File: config.mk
export PLATFORM = sky130hd
export DESIGN_NAME = request_queue_fifo_sff_random_top
export DESIGN_NICKNAME = d
export VERILOG_FILES = /design/src/rtl/rqf_pkg.sv /design/src/rtl/rqf_mod.sv /design/src/rtl/rqf_dpath.sv /design/src/rtl/rqf_ctrl.sv /design/src/rtl/request_queue_fifo_sff_random_top.sv
export VERILOG_INCLUDE_DIRS = /design/src /design/src/rtl
export SDC_FILE = /design/constraint.sdc
export NUM_CORES = 1
export LEC_CHECK = 0
export ABC_AREA = 0
export ABC_CLOCK_PERIOD_IN_PS = 14800
export BUFFER_PORTS_ARGS = -buffer_cell sky130_fd_sc_hd__clkbuf_2
export CAP_MARGIN = 20
export CORE_MARGIN = 5
export CORE_UTILIZATION = 55
export DETAILED_ROUTE_END_ITERATION = 8
export PLACE_DENSITY = 0.72
export SKIP_LAST_GASP = 1
export SLEW_MARGIN = 40
export SYNTH_ARGS = -nofsm -noshare
export SYNTH_HDL_FRONTEND = slang
export SYNTH_SLANG_ARGS = --single-unit
File: constraint.sdc
create_clock -name aclk -period 14.8 [get_ports aclk]
set_input_delay 2.96 -clock aclk [delete_from_list [all_inputs] [get_ports aclk]]
set_output_delay 2.96 -clock aclk [all_outputs]
set_load 0.005 [all_outputs]
File: src/rtl/assert_macros.svh
// ----------------------------------------------------------------------------
// assert_macros.svh
// Assertion shorthands clocked on aclk and gated by the active-low reset.
// ----------------------------------------------------------------------------
`ifndef ASSERT_MACROS_SVH
`define ASSERT_MACROS_SVH

// same-cycle implication
`define RQF_ASSERT_IMP(lbl, ante, cons, msg) \
    lbl: assert property (@(posedge aclk) disable iff (!aresetn) (ante) |-> (cons)) \
        else $error(msg);

// next-cycle implication
`define RQF_ASSERT_NXT(lbl, ante, cons, msg) \
    lbl: assert property (@(posedge aclk) disable iff (!aresetn) (ante) |=> (cons)) \
        else $error(msg);

`endif

File: src/rtl/rqf_pkg.sv
// ----------------------------------------------------------------------------
// rqf_pkg
// Widths, codes and controller/datapath interface types of the request queue.
// ----------------------------------------------------------------------------
`default_nettype none

package rqf_pkg;

    localparam int DEPTH_DEF  = 16;
    localparam int CONN_W     = 16;
    localparam int SIZE_W     = 31;
    localparam int DRAW_W     = 16;
    localparam int STATUS_W   = 2;
    localparam int OCC_W      = 5;
    localparam int POLICY_W   = 2;
    localparam int CAP_W      = 5;
    localparam int CFG_IDX_W  = 4;
    localparam int CFG_DATA_W = 5;
    localparam int S_TDATA_W  = 64;
    localparam int M_TDATA_W  = 56;

    localparam logic [CAP_W-1:0] CAP_RESET = 5'd16;

    localparam logic CMD_ENQ = 1'b0;
    localparam logic CMD_DEQ = 1'b1;

    localparam logic [POLICY_W-1:0] POL_FIFO   = 2'd0;
    localparam logic [POLICY_W-1:0] POL_SSF    = 2'd1;
    localparam logic [POLICY_W-1:0] POL_RANDOM = 2'd2;

    localparam logic [STATUS_W-1:0] ST_DONE  = 2'd0;
    localparam logic [STATUS_W-1:0] ST_FULL  = 2'd1;
    localparam logic [STATUS_W-1:0] ST_EMPTY = 2'd2;

    localparam logic [CFG_IDX_W-1:0] REG_POLICY   = 4'd0;
    localparam logic [CFG_IDX_W-1:0] REG_CAPACITY = 4'd1;

    typedef enum logic [1:0] {
        RA_TAILDEC,
        RA_PICK,
        RA_RDDEC
    } rdsel_t;

    typedef enum logic [1:0] {
        COMMIT_NONE,
        COMMIT_ENQ,
        COMMIT_DEQ
    } commit_t;

    typedef struct packed {
        logic                load_item;
        logic                mod_start;
        logic                rd_en;
        rdsel_t              rd_sel;
        logic                wr_en;
        logic                wr_new;
        logic                wr_at_tail;
        logic                set_wr_tail;
        logic                wr_from_rd;
        logic                n_load;
        logic                n_dec;
        logic                take_out;
        logic                fin;
        logic [STATUS_W-1:0] fin_status;
        commit_t             fin_commit;
    } rqf_cmd_t;

    typedef struct packed {
        logic                is_deq;
        logic                full;
        logic                empty;
        logic [POLICY_W-1:0] policy;
        logic                size_le;
        logic                n_one;
        logic                rd_at_head;
        logic                mod_done;
        logic                out_free;
    } rqf_sts_t;

endpackage

`default_nettype wire

File: src/rtl/rqf_mod.sv
// ----------------------------------------------------------------------------
// rqf_mod
// Restoring remainder unit: draw mod count, one dividend bit per cycle.
// ----------------------------------------------------------------------------
`default_nettype none

module rqf_mod #(
    parameter int VW = 5
) (
    input  wire logic                      aclk,
    input  wire logic                      aresetn,
    input  wire logic                      start,
    input  wire logic [rqf_pkg::DRAW_W-1:0] dividend,
    input  wire logic [VW-1:0]             divisor,
    output logic                           done,
    output logic [VW-1:0]                  rem
);

    localparam int DW = rqf_pkg::DRAW_W;
    localparam int SW = $clog2(DW + 1);

    logic          busy_reg;
    logic          done_reg;
    logic [SW-1:0] step_reg;
    logic [DW-1:0] num_reg;
    logic [VW-1:0] rem_reg;
    logic [VW:0]   trial;
    logic [VW:0]   diff;
    logic [VW-1:0] rem_next;

    always_comb begin
        trial    = {rem_reg, num_reg[DW-1]};
        diff     = trial - {1'b0, divisor};
        rem_next = (trial >= {1'b0, divisor}) ? diff[VW-1:0] : trial[VW-1:0];
    end

    always_ff @(posedge aclk) begin
        if (!aresetn) begin
            busy_reg <= 1'b0;
            done_reg <= 1'b0;
        end else begin
            done_reg <= 1'b0;
            if (start) begin
                busy_reg <= 1'b1;
            end else if (busy_reg && step_reg == SW'(DW - 1)) begin
                busy_reg <= 1'b0;
                done_reg <= 1'b1;
            end
        end
    end

    always_ff @(posedge aclk) begin
        if (start) begin
            step_reg <= '0;
            num_reg  <= dividend;
            rem_reg  <= '0;
        end else if (busy_reg) begin
            step_reg <= step_reg + SW'(1);
            num_reg  <= {num_reg[DW-2:0], 1'b0};
            rem_reg  <= rem_next;
        end
    end

    assign done = done_reg;
    assign rem  = rem_reg;

endmodule

`default_nettype wire

File: src/rtl/rqf_dpath.sv
// ----------------------------------------------------------------------------
// rqf_dpath
// Entry memory, ring pointers, config registers, item and result registers.
// ----------------------------------------------------------------------------
`default_nettype none

module rqf_dpath #(
    parameter int DEPTH = rqf_pkg::DEPTH_DEF
) (
    input  wire logic                          aclk,
    input  wire logic                          aresetn,
    input  wire logic                          cfg_we,
    input  wire logic [rqf_pkg::CFG_IDX_W-1:0]  cfg_index,
    input  wire logic [rqf_pkg::CFG_DATA_W-1:0] cfg_data,
    input  wire logic                          s_tuser,
    input  wire logic [rqf_pkg::S_TDATA_W-1:0]  s_tdata,
    input  wire logic                          m_tready,
    input  wire rqf_pkg::rqf_cmd_t             cmd,
    output rqf_pkg::rqf_sts_t                  sts,
    output logic                               m_tvalid,
    output logic [rqf_pkg::STATUS_W-1:0]       m_tuser,
    output logic [rqf_pkg::M_TDATA_W-1:0]      m_tdata
);

    localparam int PW     = (DEPTH > 1) ? $clog2(DEPTH) : 1;
    localparam int CW     = $clog2(DEPTH + 1);
    localparam int CW1    = CW + 1;
    localparam int CONN_W = rqf_pkg::CONN_W;
    localparam int SIZE_W = rqf_pkg::SIZE_W;
    localparam int OCC_W  = rqf_pkg::OCC_W;
    localparam int EW     = CONN_W + SIZE_W;
    localparam int PAD_W  = rqf_pkg::M_TDATA_W - EW - OCC_W;

    function automatic logic [PW-1:0] ptr_inc(input logic [PW-1:0] a,
                                              input logic [CW-1:0] cap);
        logic [CW1-1:0] s;
        s = CW1'(a) + CW1'(1);
        if (s >= CW1'(cap)) begin
            ptr_inc = '0;
        end else begin
            ptr_inc = PW'(s);
        end
    endfunction

    function automatic logic [PW-1:0] ptr_dec(input logic [PW-1:0] a,
                                              input logic [CW-1:0] cap);
        if (a == '0) begin
            ptr_dec = PW'(cap - CW'(1));
        end else begin
            ptr_dec = a - PW'(1);
        end
    endfunction

    logic [rqf_pkg::POLICY_W-1:0] policy_reg;
    logic [rqf_pkg::CAP_W-1:0]    capacity_reg;
    logic [PW-1:0]                head_reg;
    logic [PW-1:0]                tail_reg;
    logic [CW-1:0]                count_reg;
    logic [CW-1:0]                count_next;
    logic [CW-1:0]                cap_eff;

    logic                         item_cmd_reg;
    logic [CONN_W-1:0]            item_conn_reg;
    logic [SIZE_W-1:0]            item_size_reg;
    logic [rqf_pkg::DRAW_W-1:0]   item_draw_reg;

    logic [EW-1:0]                mem [DEPTH];
    logic [EW-1:0]                rdata_reg;
    logic [PW-1:0]                rd_reg;
    logic [PW-1:0]                wr_reg;
    logic [CW-1:0]                n_reg;
    logic [CONN_W-1:0]            hold_conn_reg;
    logic [SIZE_W-1:0]            hold_size_reg;

    logic                         m_valid_reg;
    logic [rqf_pkg::STATUS_W-1:0] out_status_reg;
    logic [CONN_W-1:0]            out_conn_reg;
    logic [SIZE_W-1:0]            out_size_reg;
    logic [OCC_W-1:0]             out_occ_reg;

    logic [CW-1:0]                rem;
    logic [CW1-1:0]               psum;
    logic [PW-1:0]                pick;
    logic [PW-1:0]                rd_addr;
    logic [PW-1:0]                wr_addr;
    logic [EW-1:0]                wr_data;
    logic [CW+OCC_W-1:0]          occ_ext;

    always_comb begin
        if (capacity_reg == '0) begin
            cap_eff = CW'(1);
        end else if (int'(capacity_reg) > DEPTH) begin
            cap_eff = CW'(DEPTH);
        end else begin
            cap_eff = CW'(capacity_reg);
        end
    end

    always_comb begin
        psum = CW1'(head_reg) + CW1'(rem);
        if (psum >= CW1'(cap_eff)) begin
            psum = psum - CW1'(cap_eff);
        end
        pick = (policy_reg == rqf_pkg::POL_RANDOM) ? PW'(psum) : head_reg;
    end

    always_comb begin
        case (cmd.rd_sel)
            rqf_pkg::RA_TAILDEC: rd_addr = ptr_dec(tail_reg, cap_eff);
            rqf_pkg::RA_PICK:    rd_addr = pick;
            rqf_pkg::RA_RDDEC:   rd_addr = ptr_dec(rd_reg, cap_eff);
            default:             rd_addr = head_reg;
        endcase
    end

    assign wr_addr = cmd.wr_at_tail ? tail_reg : wr_reg;
    assign wr_data = cmd.wr_new ? {item_size_reg, item_conn_reg} : rdata_reg;

    always_comb begin
        case (cmd.fin_commit)
            rqf_pkg::COMMIT_ENQ: count_next = count_reg + CW'(1);
            rqf_pkg::COMMIT_DEQ: count_next = count_reg - CW'(1);
            default:             count_next = count_reg;
        endcase
        occ_ext = {OCC_W'(0), count_next};
    end

    always_ff @(posedge aclk) begin
        if (cmd.wr_en) begin
            mem[wr_addr] <= wr_data;
        end
        if (cmd.rd_en) begin
            rdata_reg <= mem[rd_addr];
        end
    end

    always_ff @(posedge aclk) begin
        if (!aresetn) begin
            policy_reg   <= rqf_pkg::POL_FIFO;
            capacity_reg <= rqf_pkg::CAP_RESET;
            head_reg     <= '0;
            tail_reg     <= '0;
            count_reg    <= '0;
            m_valid_reg  <= 1'b0;
        end else begin
            if (cfg_we && cfg_index == rqf_pkg::REG_POLICY) begin
                policy_reg <= cfg_data[rqf_pkg::POLICY_W-1:0];
            end else if (cfg_we && cfg_index == rqf_pkg::REG_CAPACITY) begin
                capacity_reg <= cfg_data;
                head_reg     <= '0;
                tail_reg     <= '0;
                count_reg    <= '0;
            end else if (cmd.fin) begin
                count_reg <= count_next;
                if (cmd.fin_commit == rqf_pkg::COMMIT_ENQ) begin
                    tail_reg <= ptr_inc(tail_reg, cap_eff);
                end
                if (cmd.fin_commit == rqf_pkg::COMMIT_DEQ) begin
                    head_reg <= ptr_inc(head_reg, cap_eff);
                end
            end
            if (cmd.fin) begin
                m_valid_reg <= 1'b1;
            end else if (m_tready) begin
                m_valid_reg <= 1'b0;
            end
        end
    end

    always_ff @(posedge aclk) begin
        if (cmd.load_item) begin
            item_cmd_reg  <= s_tuser;
            item_conn_reg <= s_tdata[CONN_W-1:0];
            item_size_reg <= s_tdata[EW-1:CONN_W];
            item_draw_reg <= s_tdata[EW+rqf_pkg::DRAW_W-1:EW];
            hold_conn_reg <= '0;
            hold_size_reg <= '0;
        end else if (cmd.take_out) begin
            hold_conn_reg <= rdata_reg[CONN_W-1:0];
            hold_size_reg <= rdata_reg[EW-1:CONN_W];
        end
        if (cmd.rd_en) begin
            rd_reg <= rd_addr;
        end
        if (cmd.set_wr_tail) begin
            wr_reg <= tail_reg;
        end else if (cmd.wr_from_rd) begin
            wr_reg <= rd_reg;
        end
        if (cmd.n_load) begin
            n_reg <= count_reg;
        end else if (cmd.n_dec) begin
            n_reg <= n_reg - CW'(1);
        end
        if (cmd.fin) begin
            out_status_reg <= cmd.fin_status;
            out_conn_reg   <= hold_conn_reg;
            out_size_reg   <= hold_size_reg;
            out_occ_reg    <= occ_ext[OCC_W-1:0];
        end
    end

    rqf_mod #(
        .VW(CW)
    ) u_mod (
        .aclk    (aclk),
        .aresetn (aresetn),
        .start   (cmd.mod_start),
        .dividend(item_draw_reg),
        .divisor (count_reg),
        .done    (sts.mod_done),
        .rem     (rem)
    );

    assign sts.is_deq     = (item_cmd_reg == rqf_pkg::CMD_DEQ);
    assign sts.full       = (count_reg >= cap_eff);
    assign sts.empty      = (count_reg == '0);
    assign sts.policy     = policy_reg;
    assign sts.size_le    = (rdata_reg[EW-1:CONN_W] <= item_size_reg);
    assign sts.n_one      = (n_reg == CW'(1));
    assign sts.rd_at_head = (rd_reg == head_reg);
    assign sts.out_free   = !m_valid_reg || m_tready;

    assign m_tvalid = m_valid_reg;
    assign m_tuser  = out_status_reg;
    assign m_tdata  = {PAD_W'(0), out_occ_reg, out_size_reg, out_conn_reg};

endmodule

`default_nettype wire

File: src/rtl/rqf_ctrl.sv
// ----------------------------------------------------------------------------
// rqf_ctrl
// Sequencer for one queue operation: decide, shift entries, post the result.
// ----------------------------------------------------------------------------
`default_nettype none

module rqf_ctrl (
    input  wire logic              aclk,
    input  wire logic              aresetn,
    input  wire logic              s_tvalid,
    output logic                   s_tready,
    input  wire rqf_pkg::rqf_sts_t sts,
    output rqf_pkg::rqf_cmd_t      cmd
);

    typedef enum logic [2:0] {
        S_IDLE,
        S_DECIDE,
        S_INS,
        S_INS_LAST,
        S_MOD,
        S_PICK,
        S_SHIFT,
        S_FIN
    } state_t;

    state_t                       state_reg;
    state_t                       state_next;
    logic [rqf_pkg::STATUS_W-1:0] fin_status_reg;
    logic [rqf_pkg::STATUS_W-1:0] fin_status_next;
    rqf_pkg::commit_t             fin_commit_reg;
    rqf_pkg::commit_t             fin_commit_next;

    always_comb begin
        state_next      = state_reg;
        fin_status_next = fin_status_reg;
        fin_commit_next = fin_commit_reg;
        cmd             = '0;
        case (state_reg)
            S_IDLE: begin
                if (s_tvalid) begin
                    cmd.load_item = 1'b1;
                    state_next    = S_DECIDE;
                end
            end
            S_DECIDE: begin
                if (!sts.is_deq) begin
                    if (sts.full) begin
                        fin_status_next = rqf_pkg::ST_FULL;
                        fin_commit_next = rqf_pkg::COMMIT_NONE;
                        state_next      = S_FIN;
                    end else if (sts.policy == rqf_pkg::POL_SSF && !sts.empty) begin
                        cmd.n_load      = 1'b1;
                        cmd.set_wr_tail = 1'b1;
                        cmd.rd_en       = 1'b1;
                        cmd.rd_sel      = rqf_pkg::RA_TAILDEC;
                        state_next      = S_INS;
                    end else begin
                        cmd.wr_en       = 1'b1;
                        cmd.wr_new      = 1'b1;
                        cmd.wr_at_tail  = 1'b1;
                        fin_status_next = rqf_pkg::ST_DONE;
                        fin_commit_next = rqf_pkg::COMMIT_ENQ;
                        state_next      = S_FIN;
                    end
                end else begin
                    if (sts.empty) begin
                        fin_status_next = rqf_pkg::ST_EMPTY;
                        fin_commit_next = rqf_pkg::COMMIT_NONE;
                        state_next      = S_FIN;
                    end else if (sts.policy == rqf_pkg::POL_RANDOM) begin
                        cmd.mod_start = 1'b1;
                        state_next    = S_MOD;
                    end else begin
                        cmd.rd_en  = 1'b1;
                        cmd.rd_sel = rqf_pkg::RA_PICK;
                        state_next = S_PICK;
                    end
                end
            end
            S_INS: begin
                cmd.wr_en = 1'b1;
                if (sts.size_le) begin
                    cmd.wr_new      = 1'b1;
                    fin_status_next = rqf_pkg::ST_DONE;
                    fin_commit_next = rqf_pkg::COMMIT_ENQ;
                    state_next      = S_FIN;
                end else begin
                    cmd.wr_from_rd = 1'b1;
                    cmd.n_dec      = 1'b1;
                    if (sts.n_one) begin
                        state_next = S_INS_LAST;
                    end else begin
                        cmd.rd_en  = 1'b1;
                        cmd.rd_sel = rqf_pkg::RA_RDDEC;
                    end
                end
            end
            S_INS_LAST: begin
                cmd.wr_en       = 1'b1;
                cmd.wr_new      = 1'b1;
                fin_status_next = rqf_pkg::ST_DONE;
                fin_commit_next = rqf_pkg::COMMIT_ENQ;
                state_next      = S_FIN;
            end
            S_MOD: begin
                if (sts.mod_done) begin
                    cmd.rd_en  = 1'b1;
                    cmd.rd_sel = rqf_pkg::RA_PICK;
                    state_next = S_PICK;
                end
            end
            S_PICK: begin
                cmd.take_out    = 1'b1;
                fin_status_next = rqf_pkg::ST_DONE;
                fin_commit_next = rqf_pkg::COMMIT_DEQ;
                if (sts.rd_at_head) begin
                    state_next = S_FIN;
                end else begin
                    cmd.wr_from_rd = 1'b1;
                    cmd.rd_en      = 1'b1;
                    cmd.rd_sel     = rqf_pkg::RA_RDDEC;
                    state_next     = S_SHIFT;
                end
            end
            S_SHIFT: begin
                cmd.wr_en      = 1'b1;
                cmd.wr_from_rd = 1'b1;
                if (sts.rd_at_head) begin
                    state_next = S_FIN;
                end else begin
                    cmd.rd_en  = 1'b1;
                    cmd.rd_sel = rqf_pkg::RA_RDDEC;
                end
            end
            S_FIN: begin
                if (sts.out_free) begin
                    cmd.fin        = 1'b1;
                    cmd.fin_status = fin_status_reg;
                    cmd.fin_commit = fin_commit_reg;
                    state_next     = S_IDLE;
                end
            end
            default: begin
                state_next = S_IDLE;
            end
        endcase
    end

    always_ff @(posedge aclk) begin
        if (!aresetn) begin
            state_reg      <= S_IDLE;
            fin_status_reg <= rqf_pkg::ST_DONE;
            fin_commit_reg <= rqf_pkg::COMMIT_NONE;
        end else begin
            state_reg      <= state_next;
            fin_status_reg <= fin_status_next;
            fin_commit_reg <= fin_commit_next;
        end
    end

    assign s_tready = (state_reg == S_IDLE);

endmodule

`default_nettype wire

File: src/rtl/request_queue_fifo_sff_random_top.sv
// ----------------------------------------------------------------------------
// request_queue_fifo_sff_random_top
// Bounded request queue with first-in first-out, shortest-first and random
// pick scheduling.
//
// s_ channel: one command per item; s_tuser is the command (enqueue or
//   dequeue), s_tdata carries connection id, job size and a random draw.
// m_ channel: exactly one result per command; m_tuser is the status,
//   m_tdata carries the dequeued entry and the occupancy afterwards.
// cfg channel: policy (index 0) and capacity (index 1); always ready.
//   Writing capacity empties the queue. Write only while no command is open.
// Path from accept to m_tvalid: a plain enqueue or a refused command goes
//   from decide straight to the result, a head dequeue reads the head first,
//   a shortest-first enqueue into a non-empty queue moves entries one at a
//   time, a random dequeue runs the 16-step remainder unit, then reads the
//   pick and shifts entries toward the head. One command at a time: s_tready
//   returns the cycle after the result is posted.
// Reset (synchronous aresetn) empties the queue, policy first-in first-out,
//   capacity 16. A stalled receiver holds the result and the next command.
// ----------------------------------------------------------------------------
`default_nettype none

`include "assert_macros.svh"

module request_queue_fifo_sff_random_top #(
    parameter int DEPTH = rqf_pkg::DEPTH_DEF
) (
    input  wire logic                          aclk,
    input  wire logic                          aresetn,
    // configuration write channel
    input  wire logic                          cfg_valid,
    output logic                               cfg_ready,
    input  wire logic [rqf_pkg::CFG_IDX_W-1:0]  cfg_index,
    input  wire logic [rqf_pkg::CFG_DATA_W-1:0] cfg_data,
    // command channel
    input  wire logic                          s_tvalid,
    output logic                               s_tready,
    // s_tuser: cmd
    input  wire logic                          s_tuser,
    // s_tdata: conn_id[15:0], job_size[46:16], random_draw[62:47], zero[63]
    input  wire logic [rqf_pkg::S_TDATA_W-1:0]  s_tdata,
    // result channel
    output logic                               m_tvalid,
    input  wire logic                          m_tready,
    // m_tuser: status
    output logic [rqf_pkg::STATUS_W-1:0]       m_tuser,
    // m_tdata: out_conn[15:0], out_size[46:16], occupancy[51:47], zero[55:52]
    output logic [rqf_pkg::M_TDATA_W-1:0]      m_tdata
);

    rqf_pkg::rqf_cmd_t ctl_cmd;
    rqf_pkg::rqf_sts_t dp_sts;

    assign cfg_ready = 1'b1;

    rqf_ctrl u_ctrl (
        .aclk    (aclk),
        .aresetn (aresetn),
        .s_tvalid(s_tvalid),
        .s_tready(s_tready),
        .sts     (dp_sts),
        .cmd     (ctl_cmd)
    );

    rqf_dpath #(
        .DEPTH(DEPTH)
    ) u_dpath (
        .aclk     (aclk),
        .aresetn  (aresetn),
        .cfg_we   (cfg_valid && cfg_ready),
        .cfg_index(cfg_index),
        .cfg_data (cfg_data),
        .s_tuser  (s_tuser),
        .s_tdata  (s_tdata),
        .m_tready (m_tready),
        .cmd      (ctl_cmd),
        .sts      (dp_sts),
        .m_tvalid (m_tvalid),
        .m_tuser  (m_tuser),
        .m_tdata  (m_tdata)
    );

    `RQF_ASSERT_IMP(a_refused_zero, m_tvalid && (m_tuser == rqf_pkg::ST_EMPTY || m_tuser == rqf_pkg::ST_FULL), m_tdata[rqf_pkg::CONN_W+rqf_pkg::SIZE_W-1:0] == '0, "refused command carries entry data")
    `RQF_ASSERT_NXT(a_accept_busy, s_tvalid && s_tready, !s_tready, "second item accepted while busy")
    `RQF_ASSERT_IMP(a_fin_free, ctl_cmd.fin, !m_tvalid || m_tready, "result posted over a pending one")
    `RQF_ASSERT_IMP(a_mod_nonempty, ctl_cmd.mod_start, !dp_sts.empty, "random pick on an empty queue")

endmodule

`default_nettype wire

==> metrics.md <==
| Metric | Value |
|---|---|
| Status | `completed` |
| Remaining Overflow, GRT | `0` |
| Non-filler cells in the finished layout | `3919` |
| Clk_lat worst skew | `0.67 ns` |
| Fin crit share | `42.1%` |
| Die height | `288 um` |
| Layout overhead on the synthesized area | `13.4%` |
| Routed WL | `97600 um` |
| Fillers | `5421` |
| Setup bufs post-CTS | `0` |
| Routability-driven placement congestion ratio | `0.838` |
| First-pass GRT wire length | `roughly 140000 um` |
| Via count | `23419` |
| Final Hold Vio Count | `0` |
| DR WL/cell | `around 25 um` |
| Top-count cell post-synth | `edfxtp_1` |
| CTS Buffer Depth | `3` |
| Worst path slowest cell | `buf_6` |
| Slew @ Worst Pin | `0.899 ns` |
| Dominant cell type by area after synthesis | `edfxtp_1` |
| Worst setup margin | `8.58 ns` |
| Antenna-violating nets left | `0` |
| Largest net degree at the start of global routing | `between 70 and 80` |
| Ant diodes | `0` |
| Initial Util | `about 55%` |
| RSZ-0062 raised after global routing | `false` |
| FMAX | `about 160 MHz` |
| Min-delay worst type | `reg2reg` |
| Hold-fix buffers at CTS | `0` |
| Maxcap violations | `0` |
| Async S/R FF share, synth | `0%` |
| Final HPWL DP | `52500 um` |
| Critical path arrival | `about 6.7 ns` |
| CP peak stage delay | `approximately 0.67 ns` |
| Worst EP required | `15.29 ns` |
| Layout cells sized above 1 | `approximately 23%` |
| Core Area | `77000 um2` |
| Post-route DRC | `0` |
| Top post-synthesis cells by count | `946 x edfxtp_1, 292 x mux2i_1, 186 x nand2_1` |
| Reg clk slew, reported paths | `0.07 ns` |
| Peak supply drop | `between 0.1 and 0.15 mV` |
| Setup crit end kind | `register` |
| Power Dens Cells | `around 180 nW/um2` |
| Final non-filler cell area | `a little under 50000 um2` |
| IO buf count | `133` |
| Mapped cell area | `42500 um2` |
| WS Path Type | `reg2reg` |
| Seq/Total Area, Yosys | `71.0%` |
| Drt pass-1 iters | `5` |
| Initial antenna violation count | `0` |
| 1st-iter DRT viols | `2100` |
| Area after DPL | `44500 um2` |
| Final count of pins violating max slew | `0` |
| Worst path cell trace | `ha_1 -> inv_1 -> fa_1 -> inv_1 -> fa_1 -> a21oi_1 -> o21bai_1 -> a211oi_2 -> mux2_2 -> o21ai_1 -> nand4_1 -> buf_6 -> buf_6 -> buf_6 -> mux2i_1 -> a22oi_1 -> o221ai_1 -> nor3_1` |
| I/O pins | `140` |
| Row cnt | `102` |
| Multi-input logic area | `~12000 um2` |
| Via/cell ratio | `around 6.0` |
| Synth Flop Type | `edfxtp_1` |
| TritonCTS clock tree | `done` |
| Synth area leaders | `edfxtp_1 67%, mux2i_1 6.9%, dfxtp_1 4.1%, mux2_2 3.3%, ha_1 2.2%` |
| Setup WS pre-CTS | `around 8.5 ns` |
| Rel. slew slack | `40.1%` |
| Share of the synthesized area in the top cell type | `66.9%` |
| Number of flip-flops in the largest register | `752` |
| Critical path's most frequent cell | `buf_6` |
| Minimum clock period after layout | `approximately 6.2 ns` |
| Placed cell count | `between 3000 and 4000` |
| Reg area | `30100 um2` |
| H-tree Lvls | `3` |
| Cells after synthesis | `2617` |
| Synth warn | `0` |
| Count of cell types in the netlist | `88` |
| Clk root buf | `clkbuf_16` |
| # setup viols final | `0` |
| Nets | `2945` |
| Leakage | `15.9 nW` |
| Critical path peak fanout | `66` |
| Worst Skew | `0.0411 ns` |
| EDFF count, synth | `946` |
| Global Route Usage Sum | `23.2%` |
| Hold slack | `0.429 ns` |
| Mean Syn Cell Area | `16.2 um2` |
| Setup_tns | `0 ns` |
| Setup crit start kind | `register` |
| Die X-Extent | `~290 um` |
| Yosys reg bits | `approximately 1000` |
| Vias in the first global route | `23573` |
| DIE AREA | `82900 um2` |
| CTS Sinks | `approximately 1000` |
| Gates resized, CTS repair | `0` |
| CTS Buf Count | `104` |
[stage by stage]
stage	util [%]	power (mW)
floorplan	-	5.48
global placement	57.6	5.99
detailed placement	57.9	6.11
CTS	62.5	8.79
global route	62.6	9.10
finish	62.6	8.77
[placed cells by master, fill, tap and decap left out, drive strengths merged, types with 61 or more instances in the layout]
cell,count
o21ai,66
edfxtp,946
a22o,94
mux2,131
inv,72
buf,67
nor3,61
clkbuf,284
mux2i,292
ha,75
nand2,186
a21oi,92
dfxtp,87
[final timing paths]
path / start / cells past startpoint / to / slack [ns]
setup / recovery: u_dpath.head_reg[0] / 18 / u_dpath.rdata_reg[0] / 8.58
hold / removal: u_dpath.hold_size_reg[16] / 0 / u_dpath.out_size_reg[16] / 0.43
setup reg to reg: u_dpath.head_reg[0] / 18 / u_dpath.rdata_reg[0] / 8.58
hold reg to reg: u_dpath.hold_size_reg[16] / 0 / u_dpath.out_size_reg[16] / 0.43
[power breakdown]
group | internal (mW) | switching, mW
combinational | 0.651 | 1.30
clock | 1.61 | 1.08
sequential | 3.98 | 0.143
total | 6.24 | 2.52
[critical path: cells and delay by family, from the launching register on]
kind	cells	cell delay (ns)
adders and majority gates	3	1.32
and+or+nand+nor	2	0.37
AOI/OAI and AO/OA	6	1.16
DFF	1	0.55
muxes	2	0.43
buffers and inverters	5	1.96
[final cells by class]
| type | instances | share of cell area (%) |
|---|---|---|
| multi-input combinational | 1379 | 24.1 |
| sequential | 1033 | 62.6 |
| inverter | 69 | 0.540 |
| clock buffer | 151 | 6.34 |
| clock inverter | 47 | 1.12 |
| tap | 1040 | 2.70 |
| timing repair buffer | 200 | 2.68 |
[logic make-up after synthesis]
group	after synthesis	synth area share, %
DFF	1033	71.0
and+or+nand+nor	404	4.95
muxes	423	10.4
xor gates and xnor gates	26	0.536
buffers and inverters	208	2.44
other	2	0.0177
AOI/OAI and AO/OA	442	8.31
adders and majority gates	79	2.40
[layer usage]
layer | vias to the layer above | part of all wire [%] | wire, um | track usage (%)
met1 | 11897 | 41 | 39600 | 31.0
met5 | - | 0 | 0 | 0
met3 | 186 | 6.5 | 6340 | 3.10
met4 | 0 | 3.2 | 3150 | 7.80
li1 | 10497 | - | - | -
met2 | 839 | 50 | 48500 | 39.5
Note: power is estimated with default switching activity, not from simulation.
